[src/rtl/core/mmq_pkg.sv]
// ----------------------------------------------------------------------------
// Message mailbox queue package
// Field widths, status codes, action codes and register indexes.
// ----------------------------------------------------------------------------
package mmq_pkg;

    // Fixed field widths
    localparam int CAP_W    = 5;
    localparam int STATUS_W = 3;
    localparam int MSG_W    = 64;

    // Capacity register reset value
    localparam logic [CAP_W-1:0] CAP_RESET = 5'd16;

    // Full-queue policy
    localparam logic POLICY_DROP_OLDEST = 1'b1;

    // Item actions
    localparam logic ACT_ENQUEUE = 1'b0;
    localparam logic ACT_DEQUEUE = 1'b1;

    // Configuration register indexes
    localparam logic REG_QUEUE_CAPACITY = 1'b0;
    localparam logic REG_FULL_POLICY    = 1'b1;

    // Result status codes
    typedef enum logic [STATUS_W-1:0] {
        ST_STORED   = 3'd0,
        ST_DROPPED  = 3'd1,
        ST_REJECTED = 3'd2,
        ST_DEQUEUED = 3'd3,
        ST_EMPTY    = 3'd4
    } status_t;

endpackage

[src/rtl/core/mmq_ram.sv]
// ----------------------------------------------------------------------------
// Generic single-port-write RAM
// One write port and one read port with registered read data.
// ----------------------------------------------------------------------------
module mmq_ram #(
    parameter int WIDTH = 64,
    parameter int DEPTH = 16
) (
    input  logic                                       clk,
    input  logic                                       we,
    input  logic [((DEPTH > 1) ? $clog2(DEPTH) : 1)-1:0] waddr,
    input  logic [WIDTH-1:0]                           wdata,
    input  logic                                       re,
    input  logic [((DEPTH > 1) ? $clog2(DEPTH) : 1)-1:0] raddr,
    output logic [WIDTH-1:0]                           rdata
);

    logic [WIDTH-1:0] mem [DEPTH];
    logic [WIDTH-1:0] rdata_reg;

    // Write the addressed entry
    always_ff @(posedge clk)
    begin
        if (we)
        begin
            mem[waddr] <= wdata;
        end
    end

    // Register the read data
    always_ff @(posedge clk)
    begin
        if (re)
        begin
            rdata_reg <= mem[raddr];
        end
    end

    assign rdata = rdata_reg;

endmodule

[src/rtl/core/message_mailbox_queue_with_full_policy_core.sv]
// ----------------------------------------------------------------------------
// Message mailbox queue core
// Circular message queue with programmable capacity and full-queue policy.
// ----------------------------------------------------------------------------
// The core takes one item per clock: busy is always low, so an item is taken
// at every edge where start is high. Each item gives exactly one result,
// shown with done for the single cycle that follows the accepting edge; the
// receiver cannot stall it. The read word comes from the registered
// read port of the slot memory. Status, pointer and count updates finish at
// the accepting edge, so back-to-back items see each other's effects. Slot
// contents are not cleared at reset and there is no clearing pass.
// Configuration is written through cfg_write, cfg_index and cfg_data, and
// should only change while no item is in flight.
// ----------------------------------------------------------------------------
module message_mailbox_queue_with_full_policy_core #(
    parameter int MAX_DEPTH = 16,
    parameter int WORD_BITS = 64
) (
    input  logic                          clk,
    input  logic                          rst_n,
    // Item input
    input  logic                          start,
    output logic                          busy,
    input  logic                          action,
    input  logic [mmq_pkg::MSG_W-1:0]     message_word,
    // Result output
    output logic                          done,
    output logic [mmq_pkg::STATUS_W-1:0]  status,
    output logic [WORD_BITS-1:0]          read_word,
    output logic [mmq_pkg::CAP_W-1:0]     fill_level,
    // Configuration write port
    input  logic                          cfg_write,
    input  logic                          cfg_index,
    input  logic [mmq_pkg::CAP_W-1:0]     cfg_data
);

    import mmq_pkg::*;

    localparam int IDX_W     = (MAX_DEPTH > 1) ? $clog2(MAX_DEPTH) : 1;
    localparam int SUM_W     = ((IDX_W > CAP_W) ? IDX_W : CAP_W) + 1;
    localparam int CAP_LIMIT = (MAX_DEPTH < 31) ? MAX_DEPTH : 31;
    localparam logic [CAP_W-1:0] CAP_LIMIT_V = CAP_W'(CAP_LIMIT);
    localparam logic [CAP_W-1:0] CAP_ONE     = CAP_W'(1);

    // Configuration registers
    logic [CAP_W-1:0] queue_capacity_reg;
    logic             full_policy_reg;

    // Queue state
    logic [IDX_W-1:0] read_index_reg,  read_index_next;
    logic [IDX_W-1:0] write_index_reg, write_index_next;
    logic [CAP_W-1:0] stored_count_reg, stored_count_next;

    // Result registers
    logic             done_reg;
    logic             deq_reg,    deq_next;
    status_t          status_reg, status_next;
    logic [CAP_W-1:0] fill_reg;

    // Memory controls
    logic                 accept;
    logic                 ram_we;
    logic                 ram_re;
    logic [WORD_BITS-1:0] ram_rdata;
    logic [CAP_W-1:0]     cap_eff;
    logic                 queue_full;

    // Step an index, wrapping at the effective capacity
    function automatic logic [IDX_W-1:0] advance(input logic [IDX_W-1:0] idx,
                                                 input logic [CAP_W-1:0] cap);
        logic [SUM_W-1:0] nxt;
        nxt = SUM_W'(idx) + SUM_W'(1);
        if (nxt >= SUM_W'(cap))
        begin
            advance = '0;
        end
        else
        begin
            advance = nxt[IDX_W-1:0];
        end
    endfunction

    assign busy   = 1'b0;
    assign accept = start && !busy;

    // Clamp capacity into 1..MAX_DEPTH, and never above 31
    always_comb
    begin
        if (queue_capacity_reg == '0)
        begin
            cap_eff = CAP_ONE;
        end
        else if (queue_capacity_reg > CAP_LIMIT_V)
        begin
            cap_eff = CAP_LIMIT_V;
        end
        else
        begin
            cap_eff = queue_capacity_reg;
        end
    end

    assign queue_full = (stored_count_reg >= cap_eff);

    // Decide the item outcome and next queue state
    always_comb
    begin
        read_index_next   = read_index_reg;
        write_index_next  = write_index_reg;
        stored_count_next = stored_count_reg;
        status_next       = ST_STORED;
        deq_next          = 1'b0;
        ram_we            = 1'b0;
        ram_re            = 1'b0;
        if (accept)
        begin
            case (action)
                ACT_ENQUEUE:
                begin
                    if (queue_full && (full_policy_reg != POLICY_DROP_OLDEST))
                    begin
                        status_next = ST_REJECTED;
                    end
                    else
                    begin
                        ram_we           = 1'b1;
                        write_index_next = advance(write_index_reg, cap_eff);
                        if (queue_full)
                        begin
                            // Drop the oldest; the count stays the same
                            read_index_next = advance(read_index_reg, cap_eff);
                            status_next     = ST_DROPPED;
                        end
                        else
                        begin
                            stored_count_next = stored_count_reg + CAP_W'(1);
                            status_next       = ST_STORED;
                        end
                    end
                end
                ACT_DEQUEUE:
                begin
                    if (stored_count_reg == '0)
                    begin
                        status_next = ST_EMPTY;
                    end
                    else
                    begin
                        ram_re            = 1'b1;
                        deq_next          = 1'b1;
                        read_index_next   = advance(read_index_reg, cap_eff);
                        stored_count_next = stored_count_reg - CAP_W'(1);
                        status_next       = ST_DEQUEUED;
                    end
                end
                default:
                begin
                    status_next = ST_STORED;
                end
            endcase
        end
    end

    // Hold configuration, write on request
    always_ff @(posedge clk or negedge rst_n)
    begin
        if (!rst_n)
        begin
            queue_capacity_reg <= CAP_RESET;
            full_policy_reg    <= 1'b0;
        end
        else if (cfg_write)
        begin
            case (cfg_index)
                REG_QUEUE_CAPACITY: queue_capacity_reg <= cfg_data;
                REG_FULL_POLICY:    full_policy_reg    <= cfg_data[0];
                default:            full_policy_reg    <= full_policy_reg;
            endcase
        end
    end

    // Advance queue state and result strobe
    always_ff @(posedge clk or negedge rst_n)
    begin
        if (!rst_n)
        begin
            read_index_reg   <= '0;
            write_index_reg  <= '0;
            stored_count_reg <= '0;
            done_reg         <= 1'b0;
            deq_reg          <= 1'b0;
        end
        else
        begin
            read_index_reg   <= read_index_next;
            write_index_reg  <= write_index_next;
            stored_count_reg <= stored_count_next;
            done_reg         <= accept;
            deq_reg          <= deq_next;
        end
    end

    // Capture result payload
    always_ff @(posedge clk)
    begin
        if (accept)
        begin
            status_reg <= status_next;
            fill_reg   <= stored_count_next;
        end
    end

    // Slot storage
    mmq_ram #(
        .WIDTH (WORD_BITS),
        .DEPTH (MAX_DEPTH)
    ) u_slots (
        .clk   (clk),
        .we    (ram_we),
        .waddr (write_index_reg),
        .wdata (message_word[WORD_BITS-1:0]),
        .re    (ram_re),
        .raddr (read_index_reg),
        .rdata (ram_rdata)
    );

    // Drive result ports
    assign done       = done_reg;
    assign status     = status_reg;
    assign fill_level = fill_reg;
    assign read_word  = deq_reg ? ram_rdata : '0;

endmodule

[config.mk]
export PLATFORM = sky130hd
export DESIGN_NAME = message_mailbox_queue_with_full_policy_core
export DESIGN_NICKNAME = d
export VERILOG_FILES = /design/src/rtl/core/mmq_pkg.sv /design/src/rtl/core/mmq_ram.sv /design/src/rtl/core/message_mailbox_queue_with_full_policy_core.sv
export SDC_FILE = /design/constraint.sdc
export NUM_CORES = 1
export LEC_CHECK = 0
export BUFFER_PORTS_ARGS = -buffer_cell sky130_fd_sc_hd__buf_2
export CAP_MARGIN = 40
export CORE_MARGIN = 10
export CORE_UTILIZATION = 32
export CTS_CLUSTER_SIZE = 12
export DETAILED_ROUTE_END_ITERATION = 12
export GPL_ROUTABILITY_DRIVEN = 0
export GPL_TIMING_DRIVEN = 0
export PLACE_DENSITY = 0.55
export RECOVER_POWER = 50
export SYNTH_ARGS = -nofsm -noshare
export SYNTH_HDL_FRONTEND = slang
export SYNTH_SLANG_ARGS = --single-unit
export TNS_END_PERCENT = 10
[constraint.sdc]
create_clock -name clk -period 11.3 [get_ports clk]
set_input_delay 0.565 -clock clk [delete_from_list [all_inputs] [get_ports clk]]
set_output_delay 0.565 -clock clk [all_outputs]
set_load 0.005 [all_outputs]
==> out/results.md <==
| Metric | Reported |
| --- | --- |
| Status | complete, but fails checks |
| Violated checks | capacitance limit, slew limit |
| Total routing usage reported by global routing | 14.23% |
| Total Die Area | 148500 sq um |
| Sequence of cells on the critical path | inv_1 > ha_1 > nor4b_1 > nor2_1 > clkbuf_1 > clkbuf_1 > clkbuf_1 |
| Number of sinks driven by the clock tree | 1117 |
| Violation count after the first detailed-route iteration | 1800 |
| Width of the die | 385.3 microns |
| Leading area contributor after synthesis | edfxtp_1 |
| Critical path peak fanout | 18 |
| Critical-path top delay cell | nor2_1 |
| Portion of total power attributed to sequential cells | 44.5% |
| Proportion of register bits with asynchronous set or reset after synthesis | 1.880% |
| Clock insertion delay at the later pin of the skew report | 690 ps |
| Max-cap violation count | 3 |
| Number of nets in the layout | 2226 |
| Total count of hold-check failures in the final report | 0 |
| Power Internal | 8056 uW |
| Vias per cell | 4.933 |
| Final period util | 53.42% |
| P per Cell Area | 218.9 nW/um^2 |
| Syn avg cell area | 24.40 sq um |
| Hold WC Path Type | in -> reg |
| Share of post-route cells with drive strength above 1 | 31.91% |
| Logic pwr share | 25.0% |
| Post-synth EDFFs | 1096 |
| Buffers and inverters on the worst path | 4 |
| Initial antenna violation count | 16 |
| Multi-input gate area in the final layout | 8761 sq um |
| Wire length of the first global-routing pass | 152600 microns |
| Count of nets left with antenna violations after detail routing | 0 |
| Clock edge transition at the registers on the reported setup and hold paths | 60 ps |
| Net switching component of the power | 2949 uW |
| Number of endpoints failing setup at the final stage | 0 |
| Cell Rows | 133 |
| Fraction of power spent switching nets | 26.80% |
| Layout-stage area growth over the synthesis result | 17.70% |
| TritonCTS Buffers | 112 |
| Vias in the first global route | 21040 |
| Worst slack at placement | 6918 ps |
| Sequential element share of the synthesized area | 78.30% |
| Proportion of netlist area held by the largest area contributor | 77.07% |
| Warnings, synthesis | 0 |
| Endpoint type of the worst setup path | register |
| Post-DR wirelength/cell | 26.95 microns |
| Syn_nets | 1847 |
| Area contributors post-synth | edfxtp_1 77%, mux4_2 17%, dfrtp_1 1.2% |
| Required time worst endpoint | 11570 ps |
| Final core area utilization | 38.09% |
| Iteration count of the initial detailed-routing pass | 7 |
| Design area | 50260 sq um |
| Post-route DRC violation count | 0 |
| # IOs | 149 |
| Number of distinct library cells after synthesis | 48 |
| Maximum VDD drop | 0.1529 mV |
| Root buffer selected by CTS | clkbuf_16 |
| Leakage dissipation | 0.01588 uW |
| Synthesized area | 42710 sq um |
| Area inside the core boundary | 132000 sq um |
| Number of pins exceeding their max-slew limit in the final report | 55 |
| Setup skew after layout | 25.05 ps |
| Maximum buffer depth of the clock tree | 3 |
| Kind of cell with the highest combined delay on the critical path | buffers and inverters |
| Initial Utilization | 32.36% |
| Clock tree from TritonCTS | built |
| Routed Wire Length | 106700 microns |
| Register bit count reported by yosys | 1117 |
| Reg area | 33440 sq um |
| HPWL reported at the end of detailed placement | 69210 microns |
| Slew HR | -7.343% |
| CTS H-Tree Depth | 3 |
| Actual slew at the worst max-slew pin | 1604 ps |
| Top achievable clock speed | 165.7 MHz |
| Count of vias placed by the detailed router | 19520 |
| Element type at the critical path start | register |
| Slack of the critical path | 5264 ps |
| Main synth FF type | edfxtp_1 |
| Clk network pwr share | 30.5% |
| Synthesized netlist cell count | 1750 |
| Post-route minimum period | 6036 ps |
| Post-CTS sizing | 0 |
| Fill cell instance count of the final layout | 11750 |
| Height of the chip | 385.3 microns |
| Data arrival at the endpoint of the critical path | 6310 ps |
| Maximum number of pins on one net before global-route repair | 37 |
| Post-placement cell area | 47170 sq um |
| CP dominant cell by count | clkbuf_1 |
| Unrepaired setup endpoints after global routing | no |
| Flip-flop count of the largest register, all copies and words added | 1024 |
| Max stage delay on crit path | 1220 ps |
| Total gr overflow | 0 |
| Kind of critical path | reg -> reg |
| Number of port buffers | 147 |
==> cell usage in the layout, fill, tap and decap left out, types with 6 or more instances in the layout <==
master / count
a21oi_1: 6
and2_1: 63
buf_1: 6
buf_16: 21
buf_2: 97
buf_4: 52
buf_6: 48
clkbuf_1: 149
clkbuf_16: 113
clkinv_1: 19
clkinv_2: 9
dfrtp_1: 20
edfxtp_1: 1096
ha_1: 22
inv_1: 14
mux2_2: 6
mux4_2: 320
nand2_1: 14
nand2b_1: 7
nand3_1: 7
nor2_1: 10
o21ai_0: 11
==> what timing repair did <==
item / 4_1_cts / 5_1_grt
buffers inserted: 0 / 0
endpoints found under the hold margin: 20 / 0
hold buffers: 1 / 0
==> worst paths after layout <==
check / from / endpoint / slack (ps) / cells past startpoint
min in group asynchronous: rst_n / queue_capacity_reg[2] / 700 / 2
setup reg to reg: stored_count_reg[1] / u_slots.rdata[28] / 5260 / 7
setup / recovery: stored_count_reg[1] / u_slots.rdata[28] / 5260 / 7
hold reg to reg: queue_capacity_reg[0] / queue_capacity_reg[0] / 530 / 1
max in group asynchronous: rst_n / read_index_reg[2] / 9840 / 2
hold / removal: cfg_data[2] / queue_capacity_reg[2] / 120 / 2
==> final cells by class <==
| class | count | share of cell area, % |
|---|---|---|
| Sequential cell | 1117 | 66.52 |
| Timing Repair Buffer | 265 | 4.100 |
| Inverter | 14 | 0.1045 |
| Clock inverter | 37 | 0.5028 |
| Buffer | 86 | 1.040 |
| Clock buffer | 145 | 5.904 |
| Antenna cell | 5 | 0.02489 |
| Multi-Input combinational cell | 533 | 17.43 |
| Tap cell | 1755 | 4.369 |
==> layer usage <==
metal	global-route usage (%)	vias to the layer above	share of wire, %
met5	0	-	0.071
met4	3.649	12	1.9
met3	2.720	146	6.2
met2	24.89	571	52
met1	18.08	10560	40
li1	-	8235	-
==> power groups by stage <==
stage	combinational, uW	clock [uW]	sequential, uW
after floorplan	1850	0	4980
after global placement	2660	0	5030
after detailed placement	2830	0	4980
after CTS	2840	3440	4900
after global routing	2950	3600	4910
final	2750	3350	4900
==> stage by stage <==
step,cells,hold slack [ps],TNS (ps),power [uW]
global route,3954,105.3,0,11460
global placement,3652,505.8,-1739700,7689
CTS,3950,74.22,0,11180
floorplan,1750,269.4,0,6825
detailed placement,3767,506.2,0,7817
finish,3957,119.7,0,11010
==> cell families (layout without fill, tap and decap cells) <==
logic type / count (synthesis) / count (layout) / share of synthesized area [%]
XOR/XNOR: 5 / 5 / 0.1026
multiplexers: 329 / 329 / 17.11
buffers and inverters: 100 / 547 / 1.348
flip-flops: 1117 / 1117 / 78.30
AO/OA/AOI/OAI: 42 / 42 / 0.6768
adder cells (fa/ha/maj): 22 / 22 / 0.6445
AND/OR/NAND/NOR: 134 / 134 / 1.811
other: 1 / 6 / 0.008781
==> cells in the mapped netlist (2+ instances only) <==
library cell  count
edfxtp_1       1096
mux4_2          320
and2_1           70
clkbuf_1         42
buf_6            24
ha_1             22
dfrtp_1          20
inv_1            14
nand2_1          14
nor2_1           14
buf_2            13
o21ai_0           9
nand2b_1          7
nand3_1           7
a21oi_1           6
and3_1            6
buf_1             6
mux2_2            6
a21o_1            5
nor4_1            4
a22o_1            3
nor2b_1           3
nor3b_1           3
o2111ai_1         3
o21a_1            3
xnor2_1           3
a31oi_1           2
mux2_1            2
o21ai_1           2
or3_1             2
xor2_1            2
Note: power is estimated with default switching activity, not from simulation.
